## config.mk

```make
export PLATFORM = sky130hd
export DESIGN_NAME = wlpf_div
export DESIGN_NICKNAME = d
export VERILOG_FILES = /design/src/design/windowed_latency_path_failover_assert.svh /design/src/design/wlpf_div.sv
export SDC_FILE = /design/constraint.sdc
export NUM_CORES = 1
export LEC_CHECK = 0
export BUFFER_PORTS_ARGS = -buffer_cell sky130_fd_sc_hd__buf_4
export CAP_MARGIN = 5
export CORE_UTILIZATION = 35
export CTS_CLUSTER_SIZE = 8
export DETAILED_ROUTE_END_ITERATION = 8
export SLEW_MARGIN = 20
export SYNTH_ARGS = -nofsm -noshare
export SYNTH_HDL_FRONTEND = slang
export SYNTH_SLANG_ARGS = --single-unit
```

## constraint.sdc

```tcl
create_clock -name clk_i -period 2.25 [get_ports clk_i]
set_input_delay 0.45 -clock clk_i [delete_from_list [all_inputs] [get_ports clk_i]]
set_output_delay 0.45 -clock clk_i [all_outputs]
set_load 0.02 [all_outputs]
```

## src/design/windowed_latency_path_failover_assert.svh

```systemverilog
// assertion macros for the windowed latency path failover block
// expect clk_i and rst_ni in the scope of the module that uses them
`ifndef WINDOWED_LATENCY_PATH_FAILOVER_ASSERT_SVH
`define WINDOWED_LATENCY_PATH_FAILOVER_ASSERT_SVH

// same-cycle implication
`define WLPF_ASSERT_NOW(lbl, ante, cons) \
  lbl: assert property (@(posedge clk_i) disable iff (!rst_ni) (ante) |-> (cons)) \
    else $error("wlpf assertion failed");

// next-cycle implication
`define WLPF_ASSERT_NEXT(lbl, ante, cons) \
  lbl: assert property (@(posedge clk_i) disable iff (!rst_ni) (ante) |=> (cons)) \
    else $error("wlpf assertion failed");

`endif

```

## src/design/wlpf_div.sv

```systemverilog
// restoring unsigned divider, one quotient bit per cycle
// no dependencies
module wlpf_div #(
  parameter int unsigned DVD_W = 31,
  parameter int unsigned DVS_W = 7
) (
  input  logic             clk_i,
  input  logic             rst_ni,
  input  logic             start_i,
  input  logic [DVD_W-1:0] dividend_i,
  input  logic [DVS_W-1:0] divisor_i,
  output logic             done_o,
  output logic [DVD_W-1:0] quotient_o
);

  localparam int unsigned STEP_W = (DVD_W > 1) ? $clog2(DVD_W) : 1;

  logic              busy_q, busy_d;
  logic              done_q, done_d;
  logic [STEP_W-1:0] step_q, step_d;
  logic [DVD_W-1:0]  dvd_q, dvd_d;
  logic [DVS_W-1:0]  rem_q, rem_d;
  logic [DVS_W-1:0]  dvs_q, dvs_d;
  logic [DVS_W:0]    rem_sh;
  logic [DVS_W:0]    rem_sub;
  logic              qbit;

  always_comb begin
    rem_sh  = {rem_q, dvd_q[DVD_W-1]};
    rem_sub = rem_sh - {1'b0, dvs_q};
    qbit    = (rem_sh >= {1'b0, dvs_q});

    busy_d = busy_q;
    done_d = 1'b0;
    step_d = step_q;
    dvd_d  = dvd_q;
    rem_d  = rem_q;
    dvs_d  = dvs_q;

    if (start_i) begin
      busy_d = 1'b1;
      step_d = STEP_W'(DVD_W - 1);
      dvd_d  = dividend_i;
      rem_d  = '0;
      dvs_d  = divisor_i;
    end else if (busy_q) begin
      rem_d = qbit ? rem_sub[DVS_W-1:0] : rem_sh[DVS_W-1:0];
      dvd_d = {dvd_q[DVD_W-2:0], qbit};
      step_d = step_q - 1'b1;
      if (step_q == '0) begin
        busy_d = 1'b0;
        done_d = 1'b1;
      end
    end
  end

  always_ff @(posedge clk_i or negedge rst_ni) begin
    if (!rst_ni) begin
      busy_q <= 1'b0;
      done_q <= 1'b0;
      step_q <= '0;
    end else begin
      busy_q <= busy_d;
      done_q <= done_d;
      step_q <= step_d;
    end
  end

  always_ff @(posedge clk_i) begin
    dvd_q <= dvd_d;
    rem_q <= rem_d;
    dvs_q <= dvs_d;
  end

  assign done_o     = done_q;
  assign quotient_o = dvd_q;

endmodule

```

==> qor.yml, run 1 <==
clocking:
  clk_latency_ps: 300
  cts_max_path_buffers: 2
  clock-sinks: 52
  clkTransAtPathRegs_ps: 90
  post_cts_resized: 0
  cts_buffers: 5
  cts_tree: "built"
  htree_levels: 2
  cts-root-buf: "clkbuf_8"
power_and_ir_drop:
  power_mw: 2.79
  p_leak_nw: 1.42
  peakVddDrop_uv: 467
  p_per_area_mw_per_mm2: 812
detailed_routing:
  first_iter_violations: 104
  vias: 1853
  wirelength_um: 5350
  drc: 0
  firstDrtPassIters: 4
  drt.antenna.violating_nets: 0
  avgRoutedWirePerCell_um: 14.0
  vias_per_cell: 4.85
logic_synthesis:
  synth.most_common_cell: "edfxtp_1"
  ys_types: 48
  async_reset_ff_share_pct: 13.5
  synth-seq-cells: 52
  synth_top_area_share_pct: 42.9
  syn_avg_cell_area_um2: 12.8
  yosysSeqAreaShare_pct: 54.7
  ys_warn_count: 0
  synth.area.top_cells: "edfxtp_1 43%, mux2_2 13%, dfrtp_1 6.6%, dfxtp_1 5.3%, ha_1 3.8%"
  ys.flop_type: "edfxtp_1"
  synth.cell_area_mm2: 0.00266
  synthCells: 208
  synth_common_cells: "38 x edfxtp_1, 31 x mux2_2, 12 x inv_1"
  syn_nets: 258
  yosysTopAreaCell: "edfxtp_1"
  synth_edf_count: 38
hold_path:
  worstHoldStart: "divisor_i[1]"
  hold_end: "dvs_q[1]"
  holdPathStages: 1
  min_path_type: "in2reg"
sta:
  slew_headroom_pct: 53.7
  worst_slew_pin_slew_ps: 694
  clock_skew_ps: 5.93
  slew_violations: 0
  tns_ps: 0
  hold_violations: 0
  layout_min_cycle_time_ps: 2140
  fmax_mhz: 468
  rsz0062_at_grt: "false"
  setup_viol: 0
  fin_crit_sh_pct: 95.0
placed_design:
  dp_hpwl_um: 3850
  place_congestion: 0.776
  portBuffers: 72
worst_setup_path:
  crit_path_end_kind: "flip-flop"
  arrival_ps: 2340
  ff2ff_path_depth: 7
  cp_max_fo: 7
  start_kind: "flip-flop"
  critPathRequiredTime_ps: 2450
  worstSetupPathType: "reg2reg"
  reg2reg_to: "rem_q[4]"
  r2r-start: "quotient_o[30]"
  rrSetupSlack_ps: 110
global_routing:
  grt_pass1_vias: 1749
  grt_max_degree: 55
  antenna_found_initial: 0
  overflow: 0
  grt_usage_pct: 13.9
  grt_pass1_wl_um: 8290
cells_and_area:
  drive_gt1_share_pct: 42.8
  fin_util_pct: 47.2
  nFillCells: 730
  synthToLayoutAreaGrowth_pct: 29.2
  final_nets: 332
  num_antenna_cells: 0
floorplanning:
  start_util_pct: 36.5
  top_level_ports: 73
  die_w_um: 89.2
  dieArea_mm2: 0.00796
  rows: 31
  die_y_um: 89.2
  design.core.area_mm2: 0.00729
run_status:
  status: "finished, final reports clean"
flow_run:
  drv_cap: 0
==> kinds of logic after synthesis <==
logic type	share of synthesized area [%]
buf+inv	3.57
xor+xnor	1.97
mux	13.1
compound gates	9.36
flops	54.7
fa+ha+maj	4.51
simple gates	12.7
==> worst max-delay path: stages, from the launching register on <==
cell and delay, ps:
edfxtp_1 380, inv_1 60, ha_1 220, fa_1 390
nand2b_1 210, a211o_4 380, a41o_1 230, a31o_1 170
==> metal layers <==
metal  vias up  GRT usage (%)  part of all wire, %
li1        927              -                    -
met1       891           18.7                   46
met2        30           21.9                   50
met3         5           3.97                  3.9
met4         0           3.90                  1.0
met5         -              0                    0
==> cell usage in the layout (no fill, tap or decap), types with 3 or more instances in the layout <==
cell,netlist,layout
dfrtp_1,7,7
clkbuf_8,0,5
nand2b_1,10,10
mux2_2,31,31
a211oi_1,3,3
buf_4,1,75
nor3_1,4,4
ha_1,8,8
inv_1,12,12
dfxtp_1,7,7
o311ai_1,3,3
a41oi_1,3,3
nor3b_1,7,7
xnor2_1,5,5
edfxtp_1,38,38
o21ai_0,3,3
o31ai_1,3,3
nand2_1,10,10
nor2_1,10,10
==> where the power goes <==
group	internal, mW	total (mW)	switching (mW)
clock network	0.337	0.650	0.313
registers	1.17	1.26	0.0904
logic	0.432	0.883	0.451
==> through the flow <==
stage	hold slack, ps	area (um2)	std cells	setup WS [ps]
4_1_cts	305	3440	382	105
5_1_grt	304	3440	382	12.3
2_1_floorplan	154	2660	208	51.2
3_3_place_gp	269	3320	373	167
6_report	318	3440	382	112
3_5_place_dp	273	3320	373	141
==> layout make-up <==
| type | instances | area [um2] | area share (%) |
|---|---|---|---|
| clock inverters | 2 | 38.8 | 1.13 |
| well taps | 99 | 124 | 3.60 |
| clock buffers | 6 | 72.6 | 2.11 |
| repair buffers | 77 | 593 | 17.2 |
| inverters | 12 | 45.0 | 1.31 |
| multi-input cells | 134 | 1110 | 32.3 |
| flip-flops and latches | 52 | 1460 | 42.3 |
==> what timing repair did <==
action                                 CTS  global route
setup endpoints to repair                0             0
buffers inserted                         0             0
hold buffers                             1             0
endpoints found under the hold margin    7             0
==> flip-flops by register name, indices dropped and copies added, names as in the netlist <==
register / flops
dvs_q: 7
quotient_o: 31
step_q: 5
busy_q: 1
rem_q: 7
done_o: 1
==> worst max-delay path by stage <==
| stage | to | from |
|---|---|---|
| final | rem_q[4] | quotient_o[30] |
| after CTS | rem_q[4] | quotient_o[30] |
| after global routing | rem_q[4] | quotient_o[30] |
| after floorplan | rem_q[4] | quotient_o[30] |
| after detailed placement | rem_q[4] | quotient_o[30] |
| after global placement | rem_q[4] | quotient_o[30] |
No activity file was read; power rests on OpenSTA's default activity.
==> inputs of run 2 (changes only) <==
- BUFFER_PORTS_ARGS: -buffer_cell sky130_fd_sc_hd__buf_4 -> default
- DONT_BUFFER_PORTS: default -> 1
==> run 2 against run 1 <==
Critical path depth increased by 1. Sequential share of layout area increased by 7.9 points. Total power fell by 4.3%. Via count down 15%. Design area down 16%. Setup slack better by 58 ps. Die area unchanged. Register-to-register slack better by 60 ps. Final cell count is 19% lower. Highest routed layer unchanged. Sequential power is 8% higher. Combinational power is 27% lower. Global-route usage down 1.4 points.
==> qor.yml, run 2 (same netlist as run 1, synthesis figures left out) <==
worst_setup_path:
  cp-startpoint: "quotient_o[30]"  # unchanged
  reg2reg_to: "rem_q[2]"  # was rem_q[4]
  r2r-start: "quotient_o[30]"  # unchanged
  arrival_ps: 2300  # was 2340 ps
  start_kind: "flip-flop"  # unchanged
  crit_path_end_kind: "flip-flop"  # unchanged
  cp_top_family: "compound AO/OA/AOI/OAI gates"  # unchanged
  cp_max_fo: 4  # was 7
  rrSetupSlack_ps: 170  # was 110 ps
  crit_path_top_delay_cell: "edfxtp_1"  # was fa_1
  crit_chain: "inv_1, ha_1, fa_2, nand2b_1, buf_4, a211oi_4, o311ai_1, a311oi_1"  # was inv_1, ha_1, fa_1, nand2b_1, a211o_4, a41o_1, a31o_1
  worstSetupPathType: "reg2reg"  # unchanged
  ff2ff_path_depth: 8  # was 7
  cpPeakStageDelay_ps: 360  # was 390 ps
  critPathRequiredTime_ps: 2470  # was 2450 ps
  path_buf_inv: 2  # was 1
global_routing:
  overflow: 0  # unchanged
  grt_use_met1_pct: 16.1  # was 18.7%
  busiest_layer: "met2"  # unchanged
  grt_usage_pct: 12.4  # was 13.9%
  grt_pass1_vias: 1597  # was 1749
  grt_use_met2_pct: 19.9  # was 21.9%
  grt_max_degree: 62  # was 55
  grt_use_met3_pct: 2.86  # was 3.97%
  antenna_found_initial: 0  # unchanged
  grt_pass1_wl_um: 7460  # was 8290 um
floorplanning:
  rows: 31  # unchanged
  design.core.area_mm2: 0.00729  # unchanged
  die_w_um: 89.2  # unchanged
  die_y_um: 89.2  # unchanged
  start_util_pct: 36.5  # unchanged
  dieArea_mm2: 0.00796  # unchanged
  top_level_ports: 73  # unchanged
hold_path:
  worstHoldStart: "start_i"  # was divisor_i[1]
  hold_end: "step_q[0]"  # was dvs_q[1]
  min_path_type: "in2reg"  # unchanged
  holdPathStages: 1  # unchanged
clocking:
  clkTransAtPathRegs_ps: 100  # was 90 ps
  post_cts_buffers: 0  # unchanged
  cts-root-buf: "clkbuf_8"  # unchanged
  cts_max_path_buffers: 2  # unchanged
  cts_tree: "built"  # unchanged
  cts_buffers: 5  # unchanged
  htree_levels: 2  # unchanged
  clk_latency_ps: 310  # was 300 ps
  clock-sinks: 52  # unchanged
cells_and_area:
  fin_cells: 310  # was 382
  final_nets: 260  # was 332
  nFillCells: 720  # was 730
  synthToLayoutAreaGrowth_pct: 8.98  # was 29.2%
  final_cell_mix: "38 x edfxtp_1, 31 x mux2_2, 12 x inv_1"  # was 75 x buf_4, 38 x edfxtp_1, 31 x mux2_2, 12 x inv_1
  fin_util_pct: 39.8  # was 47.2%
  num_antenna_cells: 0  # unchanged
  layout_commonest_cell: "edfxtp_1"  # was buf_4
  largest_register_ffs: 31  # unchanged
  drive_gt1_share_pct: 24.2  # was 42.8%
sta:
  clock_skew_ps: 8.99  # was 5.93 ps
  whs_ps: 233  # was 318 ps
  slew_violations: 0  # unchanged
  fmax_mhz: 481  # was 468 MHz
  rsz0062_at_grt: "false"  # unchanged
  tns_ps: 0  # unchanged
  hold_violations: 0  # unchanged
  fin_crit_sh_pct: 92.5  # was 95.0%
  setup_viol: 0  # unchanged
  slew_headroom_pct: 51.2  # was 53.7%
  worst_slew_pin_slew_ps: 731  # was 694 ps
  layout_setup_ws_ps: 170  # was 112 ps
  layout_min_cycle_time_ps: 2080  # was 2140 ps
detailed_routing:
  drt.antenna.violating_nets: 0  # unchanged
  first_iter_violations: 47  # was 104
  drc: 0  # unchanged
  wirelength_um: 4860  # was 5350 um
  avgRoutedWirePerCell_um: 15.7  # was 14.0 um
  vias: 1579  # was 1853
  firstDrtPassIters: 4  # unchanged
  vias_per_cell: 5.09  # was 4.85
run_status:
  status: "finished, final reports clean"  # unchanged
placed_design:
  portBuffers: 0  # was 72
  dp_hpwl_um: 3380  # was 3850 um
  dp.cells: 301  # was 373
  dp_slack_ps: 91.7  # was 141 ps
  place_congestion: 0.733  # was 0.776
power_and_ir_drop:
  peakVddDrop_uv: 688  # was 467 uV
  p_per_area_mw_per_mm2: 922  # was 812 mW/mm2
  p_leak_nw: 1.07  # was 1.42 nW
flow_run:
  drv_cap: 0  # unchanged
run 2: worst reg2reg max path, stage by stage, from the launching register on:
cell and delay, ps:
edfxtp_1 360, inv_1 50, ha_1 230, fa_2 350, nand2b_1 180, buf_4 170, a211oi_4 300, o311ai_1 110
a311oi_1 250
run 2: worst max path at each step:
stage                to  depth (start not counted)
3_5_place_dp   rem_q[0]                          8
2_1_floorplan  rem_q[4]                          7
6_report       rem_q[2]                          8
5_1_grt        rem_q[0]                          8
3_3_place_gp   rem_q[2]                          8
4_1_cts        rem_q[0]                          8
run 2: layout make-up:
cell class              count  area (um2)  share of cell area, %
inverters                  12        45.0                   1.55
well taps                  99         124                   4.27
clock buffers               5        68.8                   2.37
multi-input cells         134        1120                   38.6
clock inverters             3        46.3                   1.60
repair buffers              5        40.0                   1.38
flip-flops and latches     52        1460                   50.2
run 2: routing by layer:
layer / wire, um / up-vias
li1: - / 776
met1: 2200 / 753
met2: 2380 / 44
met3: 202 / 6
met4: 70 / 0
met5: 0 / -
run 2: power breakdown:
part	leakage, nW	switching [mW]	internal [mW]
combinational	0.480	0.334	0.311
sequential	0.529	0.184	1.18
clock	0.0600	0.331	0.338
run 2: repair_timing:
item                                   in CTS  in global routing
endpoints found under the hold margin       7                  0
gates resized for setup                     0                  2
setup endpoints to repair                   0                  3
hold buffers                                1                  0
run 2: metrics by stage:
stage          cell area [um2]  power [mW]
6_report                  2900        2.67
5_1_grt                   2900        2.82
4_1_cts                   2890        2.69
3_3_place_gp              2770        2.00
3_5_place_dp              2770        2.00
2_1_floorplan             2660        1.86
==> inputs of run 3 (changes only) <==
- PLACE_DENSITY: default -> 0.5
==> run 3 against run 2 <==
Count of clock-buffer cells in the layout grew 1. Critical path type unchanged. Critical path depth shrank 1. First-iteration DRC count grew to 2.7 times the previous value. Maximum frequency shrank 0.46%. Die area is the same. Highest routed layer unchanged. Sequential share of layout area grew 0.11 points.
==> qor.yml, run 3 (same netlist as run 1, synthesis figures left out) <==
run_status:
  status: "finished, final reports clean"  # unchanged
clocking:
  clkTransAtPathRegs_ps: 100  # about the same
  cts-root-buf: "clkbuf_8"  # unchanged
  cts_buffers: 5  # unchanged
  cts_tree: "built"  # unchanged
  clk_latency_ps: 300  # was 310 ps
  htree_levels: 2  # unchanged
  clock-sinks: 52  # unchanged
  cts_max_path_buffers: 2  # unchanged
sta:
  layout_min_cycle_time_ps: 2090  # was 2080 ps
  setup_viol: 0  # unchanged
  fin_crit_sh_pct: 92.9  # was 92.5%
  hold_violations: 0  # unchanged
  rsz0062_at_grt: "false"  # unchanged
  clock_skew_ps: 8.65  # was 8.99 ps
  tns_ps: 0  # unchanged
  slew_violations: 0  # unchanged
  layout_setup_ws_ps: 160  # was 170 ps
  worst_slew_pin_slew_ps: 721  # was 731 ps
  fmax_mhz: 478  # was 481 MHz
  slew_headroom_pct: 51.9  # was 51.2%
hold_path:
  min_path_type: "in2reg"  # unchanged
  worstHoldStart: "start_i"  # unchanged
cells_and_area:
  final_nets: 259  # was 260
  largest_register_ffs: 31  # unchanged
  layout_commonest_cell: "edfxtp_1"  # unchanged
  num_antenna_cells: 0  # unchanged
  fin_cells: 309  # was 310
  synthToLayoutAreaGrowth_pct: 8.74  # was 8.98%
  drive_gt1_share_pct: 23.3  # was 24.2%
  final_cell_mix: "38 x edfxtp_1, 31 x mux2_2, 12 x inv_1, 10 x nor2_1, 10 x nand2_1"  # was 38 x edfxtp_1, 31 x mux2_2, 12 x inv_1
  fin_util_pct: 39.7  # was 39.8%
floorplanning:
  die_y_um: 89.2  # unchanged
  die_w_um: 89.2  # unchanged
  start_util_pct: 36.5  # unchanged
  design.core.area_mm2: 0.00729  # unchanged
  dieArea_mm2: 0.00796  # unchanged
  top_level_ports: 73  # unchanged
  rows: 31  # unchanged
placed_design:
  place_congestion: 0.729  # was 0.733
  dp_slack_ps: 126  # was 91.7 ps
  portBuffers: 0  # unchanged
  dp.cells: 300  # was 301
  dp_hpwl_um: 3450  # was 3380 um
worst_setup_path:
  cp-startpoint: "quotient_o[30]"  # unchanged
  worstSetupPathType: "reg2reg"  # unchanged
  cp_max_fo: 7  # was 4
  start_kind: "flip-flop"  # unchanged
  critPathRequiredTime_ps: 2440  # was 2470 ps
  crit_path_end_kind: "flip-flop"  # unchanged
  r2r-start: "quotient_o[30]"  # unchanged
  arrival_ps: 2280  # was 2300 ps
global_routing:
  grt_pass1_vias: 1597  # unchanged
  grt_pass1_wl_um: 7730  # was 7460 um
  overflow: 0  # unchanged
  antenna_found_initial: 0  # unchanged
  grt_usage_pct: 12.9  # was 12.4%
  grt_max_degree: 62  # unchanged
detailed_routing:
  first_iter_violations: 129  # was 47
  vias: 1592  # was 1579
  firstDrtPassIters: 4  # unchanged
  wirelength_um: 4990  # was 4860 um
  avgRoutedWirePerCell_um: 16.1  # was 15.7 um
  drc: 0  # unchanged
  drt.antenna.violating_nets: 0  # unchanged
  vias_per_cell: 5.15  # was 5.09
power_and_ir_drop:
  switching_share_pct: 31.4  # was 31.8%
  intPower_mw: 1.82  # about the same
  combPwrFrac_pct: 24.5  # was 24.2%
  power.net_switching_mw: 0.835  # was 0.849 mW
  peakVddDrop_uv: 414  # was 688 uV
  seqPwrFrac_pct: 51.1  # was 50.8%
  p_leak_nw: 1.07  # about the same
  p_clk_share_pct: 24.3  # was 25.0%
  p_per_area_mw_per_mm2: 918  # was 922 mW/mm2
flow_run:
  drv_cap: 0  # unchanged
==> run 3: changes by cell type in the layout (fill, tap and decap cells not counted), sizes merged <==
| cell | delta |
|---|---|
| buf | -1 |
| clkbuf | +1 |
| clkinv | -1 |
==> run 3: final timing paths <==
kind / end / slack, ps / depth (start not counted)
min in group asynchronous: step_q[3] / 480 / 1
worst min-delay path: rem_q[2] / 230 / 1
worst min register to register: rem_q[1] / 540 / 2
worst max-delay path: rem_q[4] / 160 / 7
max in group asynchronous: step_q[1] / 1530 / 1
worst max register to register: rem_q[4] / 160 / 7
==> run 3: per-stage QoR <==
step / area (um2) / total power, mW / hold WS, ps
3_3_place_gp: 2760 / 2.00 / 155
5_1_grt: 2890 / 2.81 / 222
2_1_floorplan: 2660 / 1.86 / 154
6_report: 2890 / 2.66 / 233
3_5_place_dp: 2760 / 2.00 / 155
4_1_cts: 2880 / 2.66 / 212
==> run 3: worst max-delay path: stages, from the launching register on <==
cell	delay (ps)
edfxtp_1	360
inv_1	40
ha_1	220
fa_1	390
nand2b_4	190
a211o_4	370
a41o_1	230
a31o_1	180
==> run 3: area by class of cell <==
class                   instances  area (um2)
clock buffers                   6        72.6
clock inverters                 2        38.8
fillers                       755        4400
inverters                      12        45.0
multi-input cells             134        1120
flip-flops and latches         52        1460
well taps                      99         124
repair buffers                  4        32.5
==> run 3: what timing repair did <==
action	CTS	global route
buffers inserted	0	0
gates resized for setup	0	3
hold buffers	1	0
hold endpoints to repair	7	0
setup endpoints to repair	0	4
==> run 3: power groups by stage <==
| stage | Clock, mW | Sequential (mW) | Combinational, mW |
|---|---|---|---|
| final | 0.647 | 1.36 | 0.652 |
| after global routing | 0.704 | 1.38 | 0.724 |
| after CTS | 0.679 | 1.36 | 0.623 |
| after detailed placement | 0 | 1.38 | 0.618 |
| after global placement | 0 | 1.38 | 0.614 |
| after floorplan | 0 | 1.35 | 0.519 |
==> run 3: routing by layer <==
layer	wire length [um]	track usage [%]	vias up	part of all wire, %
li1	-	-	781	-
met1	2260	17.0	755	45
met2	2350	20.2	50	47
met3	312	4.25	6	6.3
met4	68	4.18	0	1.4
met5	0	0	-	0
